### config.mk
export PLATFORM = sky130hd
export DESIGN_NAME = button_debounce_gesture_detector_flat
export DESIGN_NICKNAME = d
export VERILOG_FILES = /design/src/rtl/core/bdg_pkg.sv /design/src/rtl/core/bdg_if.sv /design/src/rtl/core/bdg_cfg_regs.sv /design/src/rtl/core/bdg_core.sv /design/src/rtl/core/bdg_out_skid.sv /design/src/rtl/core/button_debounce_gesture_detector.sv /design/src/flat_wrapper.sv
export SDC_FILE = /design/constraint.sdc
export NUM_CORES = 1
export LEC_CHECK = 0
export BUFFER_PORTS_ARGS = -buffer_cell sky130_fd_sc_hd__buf_2
export CAP_MARGIN = 0
export CORE_MARGIN = 2
export CORE_UTILIZATION = 50
export CTS_BUF_LIST = sky130_fd_sc_hd__clkbuf_8
export CTS_CLUSTER_SIZE = 40
export DETAILED_ROUTE_END_ITERATION = 12
export PLACE_DENSITY = 0.68
export SETUP_SLACK_MARGIN = 0.4
export SYNTH_ARGS = -nofsm -noshare
export SYNTH_HDL_FRONTEND = slang
export SYNTH_HIERARCHICAL = 1
export SYNTH_SLANG_ARGS = --single-unit
### constraint.sdc
create_clock -name i_clk -period 6.5 [get_ports i_clk]
set_clock_uncertainty 0.1 [all_clocks]
set_input_delay 1.3 -clock i_clk [delete_from_list [all_inputs] [get_ports i_clk]]
set_output_delay 1.3 -clock i_clk [all_outputs]
set_load 0.05 [all_outputs]
### src/rtl/core/bdg_pkg.sv
// shared types, constants and register map of the button debounce and gesture detector
`default_nettype none
package bdg_pkg;

    // configuration register width and counter width default
    localparam int CFG_WIDTH           = 16;
    localparam int DEFAULT_COUNT_WIDTH = 16;
    localparam int APB_DATA_WIDTH      = 32;
    localparam int APB_ADDR_WIDTH      = 4;

    // reset values of the configuration registers
    localparam logic [CFG_WIDTH-1:0] RST_DEBOUNCE_TICKS      = 16'd50;
    localparam logic [CFG_WIDTH-1:0] RST_SHORT_MAX_TICKS     = 16'd1000;
    localparam logic [CFG_WIDTH-1:0] RST_LONG_PRESS_TICKS    = 16'd5000;
    localparam logic [CFG_WIDTH-1:0] RST_DOUBLE_WINDOW_TICKS = 16'd500;

    // register index, word address bits of paddr
    typedef enum logic [1:0] {
        REG_DEBOUNCE      = 2'd0,
        REG_SHORT_MAX     = 2'd1,
        REG_LONG_PRESS    = 2'd2,
        REG_DOUBLE_WINDOW = 2'd3
    } t_reg_idx;

    // event codes on the result channel
    typedef enum logic [1:0] {
        EV_NONE   = 2'd0,
        EV_DOUBLE = 2'd1,
        EV_LONG   = 2'd2
    } t_event;

    // configuration bundle from the register block to the core
    typedef struct packed {
        logic [CFG_WIDTH-1:0] debounce_ticks;
        logic [CFG_WIDTH-1:0] short_max_ticks;
        logic [CFG_WIDTH-1:0] long_press_ticks;
        logic [CFG_WIDTH-1:0] double_window_ticks;
    } t_cfg;

    // one result item
    typedef struct packed {
        t_event event_res;
        logic   debounced_level;
    } t_result;

endpackage
`default_nettype wire

### src/rtl/core/bdg_if.sv
// valid/ready channel interfaces for tick items and result items
`default_nettype none
interface bdg_tick_if;
    logic valid;
    logic ready;
    logic raw_pressed;

    modport source (output valid, output raw_pressed, input ready);
    modport sink   (input valid, input raw_pressed, output ready);
endinterface

interface bdg_res_if;
    logic            valid;
    logic            ready;
    bdg_pkg::t_event event_res;
    logic            debounced_level;

    modport source (output valid, output event_res, output debounced_level, input ready);
    modport sink   (input valid, input event_res, input debounced_level, output ready);
endinterface
`default_nettype wire

### src/rtl/core/bdg_cfg_regs.sv
// apb configuration registers of the debounce and gesture detector
`default_nettype none
module bdg_cfg_regs (
    input  wire logic                               i_clk,
    input  wire logic                               i_rst_n,
    input  wire logic                               psel,
    input  wire logic                               penable,
    input  wire logic                               pwrite,
    input  wire logic [bdg_pkg::APB_ADDR_WIDTH-1:0] paddr,
    input  wire logic [bdg_pkg::APB_DATA_WIDTH-1:0] pwdata,
    output logic      [bdg_pkg::APB_DATA_WIDTH-1:0] prdata,
    output logic                                    pready,
    output bdg_pkg::t_cfg                           o_cfg
);
    import bdg_pkg::*;

    t_cfg     r_cfg;
    t_reg_idx idx;
    logic     wr_en;

    assign idx    = t_reg_idx'(paddr[3:2]);
    assign wr_en  = psel && penable && pwrite;
    assign pready = 1'b1;
    assign o_cfg  = r_cfg;

    // register writes in the access phase
    always_ff @(posedge i_clk) begin
        if (!i_rst_n) begin
            r_cfg.debounce_ticks      <= RST_DEBOUNCE_TICKS;
            r_cfg.short_max_ticks     <= RST_SHORT_MAX_TICKS;
            r_cfg.long_press_ticks    <= RST_LONG_PRESS_TICKS;
            r_cfg.double_window_ticks <= RST_DOUBLE_WINDOW_TICKS;
        end else if (wr_en) begin
            unique case (idx)
                REG_DEBOUNCE:      r_cfg.debounce_ticks      <= pwdata[CFG_WIDTH-1:0];
                REG_SHORT_MAX:     r_cfg.short_max_ticks     <= pwdata[CFG_WIDTH-1:0];
                REG_LONG_PRESS:    r_cfg.long_press_ticks    <= pwdata[CFG_WIDTH-1:0];
                REG_DOUBLE_WINDOW: r_cfg.double_window_ticks <= pwdata[CFG_WIDTH-1:0];
                default:           r_cfg <= r_cfg;
            endcase
        end
    end

    // read back
    always_comb begin
        unique case (idx)
            REG_DEBOUNCE:      prdata = APB_DATA_WIDTH'(r_cfg.debounce_ticks);
            REG_SHORT_MAX:     prdata = APB_DATA_WIDTH'(r_cfg.short_max_ticks);
            REG_LONG_PRESS:    prdata = APB_DATA_WIDTH'(r_cfg.long_press_ticks);
            REG_DOUBLE_WINDOW: prdata = APB_DATA_WIDTH'(r_cfg.double_window_ticks);
            default:           prdata = '0;
        endcase
    end

endmodule
`default_nettype wire

### src/rtl/core/bdg_core.sv
// debounce and gesture state with its single-tick next-state logic
`default_nettype none
module bdg_core #(
    parameter int COUNT_WIDTH = bdg_pkg::DEFAULT_COUNT_WIDTH
) (
    input  wire logic             i_clk,
    input  wire logic             i_rst_n,
    input  wire logic             i_accept,
    input  wire logic             i_raw_pressed,
    input  wire bdg_pkg::t_cfg    i_cfg,
    output bdg_pkg::t_result      o_result
);
    import bdg_pkg::*;

    localparam int CmpW = (COUNT_WIDTH > CFG_WIDTH) ? COUNT_WIDTH : CFG_WIDTH;
    localparam logic [COUNT_WIDTH-1:0] CntMax = '1;

    function automatic logic [COUNT_WIDTH-1:0] sat_inc(input logic [COUNT_WIDTH-1:0] v);
        return (v == CntMax) ? v : v + 1'b1;
    endfunction

    logic                   r_prev_raw,   n_prev_raw;
    logic [COUNT_WIDTH-1:0] r_quiet,      n_quiet;
    logic                   r_pending,    n_pending;
    logic                   r_stable,     n_stable;
    logic [COUNT_WIDTH-1:0] r_hold,       n_hold;
    logic                   r_long_rep,   n_long_rep;
    logic [COUNT_WIDTH-1:0] r_since,      n_since;
    logic                   r_click_rec,  n_click_rec;
    t_event                 ev;

    // next state for one tick
    always_comb begin
        n_prev_raw  = r_prev_raw;
        n_quiet     = r_quiet;
        n_pending   = r_pending;
        n_stable    = r_stable;
        n_long_rep  = r_long_rep;
        n_click_rec = r_click_rec;
        ev          = EV_NONE;

        // running counters advance first
        n_hold  = r_stable    ? sat_inc(r_hold)  : r_hold;
        n_since = r_click_rec ? sat_inc(r_since) : r_since;

        if (i_raw_pressed != r_prev_raw) begin
            // raw edge restarts the quiet period
            n_prev_raw = i_raw_pressed;
            n_quiet    = '0;
            n_pending  = 1'b1;
        end else if (r_pending) begin
            n_quiet = sat_inc(r_quiet);
            if (CmpW'(n_quiet) >= CmpW'(i_cfg.debounce_ticks)) begin
                n_pending = 1'b0;
                if (i_raw_pressed != r_stable) begin
                    n_stable   = i_raw_pressed;
                    n_long_rep = 1'b0;
                    if (i_raw_pressed) begin
                        n_hold = '0;
                    end else if (n_hold != CntMax &&
                                 CmpW'(n_hold) <= CmpW'(i_cfg.short_max_ticks)) begin
                        // release of a short press is a click
                        if (r_click_rec && n_since != CntMax &&
                            CmpW'(n_since) <= CmpW'(i_cfg.double_window_ticks)) begin
                            n_click_rec = 1'b0;
                            ev          = EV_DOUBLE;
                        end else begin
                            n_click_rec = 1'b1;
                        end
                        n_since = '0;
                    end
                end
            end
        end

        // long press flagged once per press
        if (n_stable && !n_long_rep &&
            CmpW'(n_hold) >= CmpW'(i_cfg.long_press_ticks)) begin
            n_long_rep = 1'b1;
            ev         = EV_LONG;
        end
    end

    assign o_result.event_res       = ev;
    assign o_result.debounced_level = n_stable;

    // state update on each accepted tick
    always_ff @(posedge i_clk) begin
        if (!i_rst_n) begin
            r_prev_raw  <= 1'b0;
            r_quiet     <= '0;
            r_pending   <= 1'b0;
            r_stable    <= 1'b0;
            r_hold      <= '0;
            r_long_rep  <= 1'b0;
            r_since     <= '0;
            r_click_rec <= 1'b0;
        end else if (i_accept) begin
            r_prev_raw  <= n_prev_raw;
            r_quiet     <= n_quiet;
            r_pending   <= n_pending;
            r_stable    <= n_stable;
            r_hold      <= n_hold;
            r_long_rep  <= n_long_rep;
            r_since     <= n_since;
            r_click_rec <= n_click_rec;
        end
    end

endmodule
`default_nettype wire

### src/rtl/core/bdg_out_skid.sv
// result register with a skid stage that takes one more input while output stalls
`default_nettype none
module bdg_out_skid (
    input  wire logic             i_clk,
    input  wire logic             i_rst_n,
    input  wire logic             i_valid,
    output logic                  o_ready,
    input  wire bdg_pkg::t_result i_data,
    output logic                  o_valid,
    input  wire logic             i_ready,
    output bdg_pkg::t_result      o_data
);
    import bdg_pkg::*;

    logic    r_out_vld;
    logic    r_skid_vld;
    t_result r_out;
    t_result r_skid;
    logic    in_xfer;
    logic    out_free;

    assign o_ready  = !r_skid_vld;
    assign in_xfer  = i_valid && !r_skid_vld;
    assign out_free = !r_out_vld || i_ready;
    assign o_valid  = r_out_vld;
    assign o_data   = r_out;

    // valid flags
    always_ff @(posedge i_clk) begin
        if (!i_rst_n) begin
            r_out_vld  <= 1'b0;
            r_skid_vld <= 1'b0;
        end else if (out_free) begin
            r_out_vld  <= r_skid_vld || in_xfer;
            r_skid_vld <= 1'b0;
        end else if (in_xfer) begin
            r_skid_vld <= 1'b1;
        end
    end

    // payload, skid entry drains first
    always_ff @(posedge i_clk) begin
        if (out_free) begin
            r_out <= r_skid_vld ? r_skid : i_data;
        end else if (in_xfer) begin
            r_skid <= i_data;
        end
    end

endmodule
`default_nettype wire

### src/rtl/core/button_debounce_gesture_detector.sv
// top level of the button debounce and gesture detector
//
//  channel   dir  handshake      payload
//  i_tick    in   valid/ready    raw_pressed
//  o_res     out  valid/ready    event_res, debounced_level
//  apb       in   psel/penable   four 16-bit registers at byte 0x0, 0x4, 0x8, 0xc
//
// one tick per cycle while input ready is high; its result is registered in the result register
// the state update is one pass of counter increments and compares
// synchronous active-low reset restores register defaults and clears the core state and valid flags
// a stalled result parks in a skid stage; input ready drops only when both are full
`default_nettype none
module button_debounce_gesture_detector #(
    parameter int COUNT_WIDTH = bdg_pkg::DEFAULT_COUNT_WIDTH
) (
    input  wire logic                               i_clk,
    input  wire logic                               i_rst_n,
    bdg_tick_if.sink                                i_tick,
    bdg_res_if.source                               o_res,
    input  wire logic                               psel,
    input  wire logic                               penable,
    input  wire logic                               pwrite,
    input  wire logic [bdg_pkg::APB_ADDR_WIDTH-1:0] paddr,
    input  wire logic [bdg_pkg::APB_DATA_WIDTH-1:0] pwdata,
    output logic      [bdg_pkg::APB_DATA_WIDTH-1:0] prdata,
    output logic                                    pready
);
    import bdg_pkg::*;

    t_cfg    cfg;
    t_result step_res;
    t_result out_res;
    logic    tick_ready;
    logic    tick_xfer;

    assign i_tick.ready = tick_ready;
    assign tick_xfer    = i_tick.valid && tick_ready;

    // configuration registers
    bdg_cfg_regs u_cfg (
        .i_clk   (i_clk),
        .i_rst_n (i_rst_n),
        .psel    (psel),
        .penable (penable),
        .pwrite  (pwrite),
        .paddr   (paddr),
        .pwdata  (pwdata),
        .prdata  (prdata),
        .pready  (pready),
        .o_cfg   (cfg)
    );

    // debounce and gesture state
    bdg_core #(
        .COUNT_WIDTH (COUNT_WIDTH)
    ) u_core (
        .i_clk         (i_clk),
        .i_rst_n       (i_rst_n),
        .i_accept      (tick_xfer),
        .i_raw_pressed (i_tick.raw_pressed),
        .i_cfg         (cfg),
        .o_result      (step_res)
    );

    // result register and skid stage
    bdg_out_skid u_out (
        .i_clk   (i_clk),
        .i_rst_n (i_rst_n),
        .i_valid (i_tick.valid),
        .o_ready (tick_ready),
        .i_data  (step_res),
        .o_valid (o_res.valid),
        .i_ready (o_res.ready),
        .o_data  (out_res)
    );

    assign o_res.event_res       = out_res.event_res;
    assign o_res.debounced_level = out_res.debounced_level;

endmodule
`default_nettype wire

### src/flat_wrapper.sv
// flat-port wrapper written by rule: the top's interface ports become plain ports
module button_debounce_gesture_detector_flat import bdg_pkg::*;
#(
    parameter int COUNT_WIDTH = bdg_pkg::DEFAULT_COUNT_WIDTH
)
  (i_clk, i_rst_n, psel, penable, pwrite, paddr, pwdata, prdata, pready, i_tick_valid, i_tick_raw_pressed, i_tick_ready, o_res_valid, o_res_event_res, o_res_debounced_level, o_res_ready);
  bdg_tick_if i_tick_i ();
  bdg_res_if o_res_i ();
  input  wire logic i_clk;
  input  wire logic i_rst_n;
  input  wire logic psel;
  input  wire logic penable;
  input  wire logic pwrite;
  input  wire logic [bdg_pkg::APB_ADDR_WIDTH-1:0] paddr;
  input  wire logic [bdg_pkg::APB_DATA_WIDTH-1:0] pwdata;
  output logic      [bdg_pkg::APB_DATA_WIDTH-1:0] prdata;
  output logic pready;
  input wire logic [$bits(i_tick_i.valid)-1:0] i_tick_valid;
  input wire logic [$bits(i_tick_i.raw_pressed)-1:0] i_tick_raw_pressed;
  output wire logic [$bits(i_tick_i.ready)-1:0] i_tick_ready;
  output wire logic [$bits(o_res_i.valid)-1:0] o_res_valid;
  output wire logic [$bits(o_res_i.event_res)-1:0] o_res_event_res;
  output wire logic [$bits(o_res_i.debounced_level)-1:0] o_res_debounced_level;
  input wire logic [$bits(o_res_i.ready)-1:0] o_res_ready;
  assign i_tick_i.valid = i_tick_valid;
  assign i_tick_i.raw_pressed = i_tick_raw_pressed;
  assign i_tick_ready = i_tick_i.ready;
  assign o_res_valid = o_res_i.valid;
  assign o_res_event_res = o_res_i.event_res;
  assign o_res_debounced_level = o_res_i.debounced_level;
  assign o_res_i.ready = o_res_ready;
  button_debounce_gesture_detector #(.COUNT_WIDTH(COUNT_WIDTH)) u_core (.i_clk(i_clk), .i_rst_n(i_rst_n), .i_tick(i_tick_i), .o_res(o_res_i), .psel(psel), .penable(penable), .pwrite(pwrite), .paddr(paddr), .pwdata(pwdata), .prdata(prdata), .pready(pready));
endmodule
# Yosys cells after proc, flatten, opt, wreduce, memory -nomap -nowiden

Cells that the tools add are included.

Add/sub/neg operators: 3
Order comparisons: 4
Eq/ne operators: 10
Multiplexer cells: 41
Bitwise gates (word level): 4
Reduce and logical (&&, ||, !) cells: 24

Operators by type and width:

| kind                    | count |
|---|---|
| $mux W16                | 18 |
| $pmux W32 S4            | 1 |
| $add A16 B1 Y16 const B | 3 |
| $eq A16 B16 Y1 const B  | 3 |
| $ge A16 B16 Y1          | 2 |
| $le A16 B16 Y1          | 2 |
| $ne A16 B16 Y1 const B  | 2 |
| $mux W1                 | 20 |
| $reduce_and A2 Y1       | 7 |
| $logic_and A1 B1 Y1     | 8 |
| $reduce_and A7 Y1       | 1 |
| $eq A2 B2 Y1 const B    | 2 |
| $not A1 Y1              | 4 |
| $logic_not A1 Y1        | 3 |
| $mux W3                 | 1 |
| $eq A2 B1 Y1 const B    | 1 |
| $logic_not A2 Y1        | 1 |
| $logic_or A1 B1 Y1      | 2 |
| $mux W2                 | 1 |
| $ne A1 B1 Y1            | 2 |
| $reduce_bool A2 Y1      | 1 |
| $reduce_or A2 Y1        | 1 |

Register bits: 125
Input bits: 44
Output and inout port bits: 38
Logic and storage cells: 104

# Depth between registers and ports, before layout

Depth after elaboration: 15
Mapped depth: 28
Gate-level depth less buffers: 24

# By module

Netlist, hierarchy kept.

By module, submodules not included:

| module                           | times used | cells an instance | area each (um2) | sequential area each (um2) |
|---|---|---|---|---|
| bdg_core                         | 1          | 705               | 5202.5          | 1061.0 |
| bdg_cfg_regs                     | 1          | 285               | 2967.8          | 1281.2 |
| bdg_out_skid                     | 1          | 17                | 302.8           | 220.2 |
| button_debounce_gesture_detector | 1          | 1                 | 6.3             | 0.0 |

# Least setup slack after synthesis

No wires, ideal clock.

Kind: register -> register
Start point: register u_core.u_core.r_quiet[4]
End point: register u_core.u_out.r_out, in the netlist u_core/u_out/o_data[2] (data pin)
Library setup time: 260 ps
Arrival: 4972 ps
Path slack: 1168 ps
Cell stages (with the launch flop): 26
Path through: dfxtp_1 -> clkbuf_1 -> and4_1 -> clkbuf_1 -> nand4_1 -> nor3_1 -> nor2_1 -> nand2_1 -> xnor2_1 -> ha_1 -> a21o_1 -> a21o_1 -> a221o_1 -> a221o_1 -> clkbuf_1 -> nand4_1 -> clkbuf_1 -> and2_1 -> ha_1 -> a21o_1 -> a21o_1 -> a21oi_1 -> o211ai_1 -> a31oi_1 -> a211oi_1 -> mux2_2

RTL lines:

| item                   | line               | RTL |
|---|---|---|
| from (decl)            | bdg_core.sv:23     | `logic [COUNT_WIDTH-1:0] r_quiet, n_quiet;` |
| from (signal assigned) | bdg_core.sv:100    | `r_quiet <= n_quiet;` |
| to (signal assigned)   | bdg_out_skid.sv:44 | `r_out <= r_skid_vld ? r_skid : i_data;` |
| to (decl)              | bdg_out_skid.sv:17 | `t_result r_out;` |

==> results.md <==
- Status: complete, no violations
- Largest net degree at the start of global routing: 85
- Average size of a mapped cell: 8.41 um2
- Slew Limit Fails: 0
- Initial core utilization: 51.1%
- Row count: 47
- Grt ovf: 0
- Fin util: 54.8%
- WL/cell: 17.3 um
- Worst slew margin: 34.5%
- Worst EP arrival: 5850 ps
- Max Fclk: 173 MHz
- Vias in the first global route: 6557
- Placed instance count: 1223
- Area Growth Syn to Fin: 7.25%
- Non-Filler Instances: 1257
- Iter 0 DRT Violations: 486
- Total negative slack: 0 ps
- Share of cells above drive strength 1: 12.2%
- Antenna diodes: 0
- Antenna viol nets, final: 0
- Slew @ Worst Pin: 978 ps
- HPWL Detailed: 15800 um
- Hold_buf cts: 0
- Root Driver: clkbuf_8
- Synth unique cells: 79
- Drt pass-1 iters: 5
- Tot GR Track Use: 24.3%
- Crit path max fanout: 11
- DR vias/cell: 5.73
- Die H: 134 um
- Max Buffers Root-to-Sink: 2
- Fraction of registers with async set/reset: 0%
- CTS tree: yes
- PD cells: 182 nW/um2
- Synth Instances: 1008
- Largest cells by area after synthesis: dfxtp_1 (28%), ha_1 (10%), mux2i_1 (5.8%)
- Worst vdd ir: 0.000157 V
- HP Class: flop to flop
- Final GP Congestion: 0.893
- Yosys reg bits: 125
- DRC viols: 0
- Setup CP Type: flop to flop
- Pleak: 0.00398 uW
- Max Cap Viol: 0
- Via Count: 7200
- Hold WS: 366 ps
- Warning count from the yosys run: 6
- Full die area: 18000 um2
- H-tree Lvls: 4
- First-pass GRT wire length: 34500 um
- Fin. Hold Viols: 0
- Biggest area consumer among synthesized cells: dfxtp_1
- PortBufs: 46
- Die X: 134 um
- CTS clock-pin slew for the worst setup and hold paths: 90 ps
- Crit share post-route: 88.7%
- Post-synth EDFFs: 6
- Critical Path End Type: flop
- Top cell type's share of synthesized area: 28.1%
- Fin nets: 1136
- Post-synthesis sequential area ratio: 30.2%
- Period minus WS final: 5760 ps
- Worst Setup Start Kind: flop
- Final wirelength: 21700 um
- Clock sink count: 125
- Dominant synthesized flop cell: dfxtp_1
- I/O pin total: 82
- Cell area after synthesis: 8480 um2
- Clock latency on the worst-skew pair: 450 ps
- Antenna violations before repair: 0
- Core Box Area: 16600 um2
- Worst path required time: 6590 ps
- # setup viols final: 0
- Clock buffer count from CTS: 17
- RSZ-0062 raised after global routing: false
## through the flow
step	total power, uW	instance area [um2]	setup slack [ps]
global route	1710	9090	437
CTS	1670	9070	523
floorplan	950	8540	1170
global placement	985	8690	641
detailed placement	986	8690	597
finish	1650	9090	736
## Yosys cell counts (6+ instances only)
| cell type | instances |
|---|---|
| a211oi_1 | 9 |
| and2_1 | 20 |
| a21o_1 | 19 |
| nor4_1 | 10 |
| mux4_2 | 13 |
| xor2_1 | 10 |
| inv_1 | 98 |
| o21ai_0 | 38 |
| buf_2 | 12 |
| nand3_1 | 43 |
| o311ai_0 | 6 |
| nand2b_1 | 6 |
| nand4_1 | 27 |
| dfxtp_1 | 119 |
| nand2_1 | 128 |
| clkbuf_1 | 34 |
| xnor2_1 | 21 |
| edfxtp_1 | 6 |
| ha_1 | 68 |
| a32o_1 | 9 |
| nor2b_1 | 8 |
| o211ai_1 | 17 |
| mux2i_1 | 49 |
| nor3_1 | 14 |
| a22oi_1 | 8 |
| buf_4 | 20 |
| o21ai_1 | 10 |
| a21oi_1 | 50 |
| nor2_1 | 48 |
| a31oi_1 | 6 |
## cells by family after synthesis
| family | share of synthesized area [%] |
|---|---|
| compound gates | 16.2 |
| xor+xnor | 3.59 |
| fa+ha+maj | 10.0 |
| buf+inv | 9.21 |
| flops | 30.2 |
| mux | 10.8 |
| other cells | 0.0886 |
| simple gates | 19.8 |
## power by group
group / switching (uW) / internal, uW / total (uW) / leakage (uW)
combinational: 131 / 47.5 / 179 / 0.00276
sequential: 9.23 / 781 / 791 / 0.00103
clock: 367 / 316 / 683 / 0.000198
## routing by layer
layer  part of all wire (%)  track usage (%)
met3                    4.8             4.69
met5                      0                0
met2                     45             38.0
met4                    1.7             6.26
met1                     48             34.5
## critical path, cell delays in order, from the launching register on
cell	delay, ps
dfxtp_1	470
and4_1	340
nand4_1	240
or3_1	520
xnor2_1	250
ha_1	270
nand2b_1	140
a21oi_1	140
o21ai_1	90
a221o_1	330
a221o_1	500
nand4_1	150
buf_4	180
and2_1	140
ha_1	240
a21o_1	190
a21o_1	170
a21oi_1	140
o211ai_1	110
a31oi_1	340
a211oi_1	140
mux2_2	290
## timing repair
item,CTS,global route
setup endpoints to repair,0,3
gates resized for setup,0,1
buffers inserted,0,2
endpoints found under the hold margin,0,0
## path summary, 6_finish.rpt
| kind | from | to | slack, ps | cells past startpoint |
|---|---|---|---|---|
| worst max-delay path | u_core/u_core/r_quiet[4]$_SDFFE_PN0P_ | u_core/u_out/o_data[2]$_DFFE_PP_ | 740 | 21 |
| worst min-delay path | u_core/u_core/r_prev_raw$_SDFFE_PN0P_ | u_core/u_core/r_prev_raw$_SDFFE_PN0P_ | 370 | 2 |
| worst max register to register | u_core/u_core/r_quiet[4]$_SDFFE_PN0P_ | u_core/u_out/o_data[2]$_DFFE_PP_ | 740 | 21 |
| worst min register to register | u_core/u_core/r_prev_raw$_SDFFE_PN0P_ | u_core/u_core/r_prev_raw$_SDFFE_PN0P_ | 370 | 2 |
## state kept, by name, indices dropped and copies added, names as in the netlist, 3 cells and up
name	cells
u_core/u_core/r_quiet	16
u_core/u_core/r_hold	16
u_core/u_core/r_since	16
u_core/u_out/r_skid	3
u_core/u_cfg/o_cfg	64
u_core/u_out/o_data	3
## layout make-up
type                       instances  area [um2]
tap                              220         275
clock inverter                    15         151
timing repair buffer              55         298
inverter                         100         375
fill                            1581        7490
sequential                       125        2560
multi-input combinational        725        5200
clock buffer                      17         234
## layout by cell type, fill, tap and decap left out, types with 8 or more instances in the layout
cell type  count
nand4_1       27
dfxtp_1      119
a21o_1        19
nor4_1        10
nand3_1       43
a32o_1         9
xor2_1        10
xnor2_1       21
nor2_1        48
inv_1         98
buf_2         46
conb_1        17
a211oi_1       9
buf_4          9
o21ai_0       38
o21ai_1       10
mux2i_1       49
nor2b_1        8
a21oi_1       50
a22oi_1        8
ha_1          68
mux4_2        13
nand2_1      128
and2_1        20
nor3_1        13
o211ai_1      17
clkbuf_8      17
(Power assumes the default switching activity.)
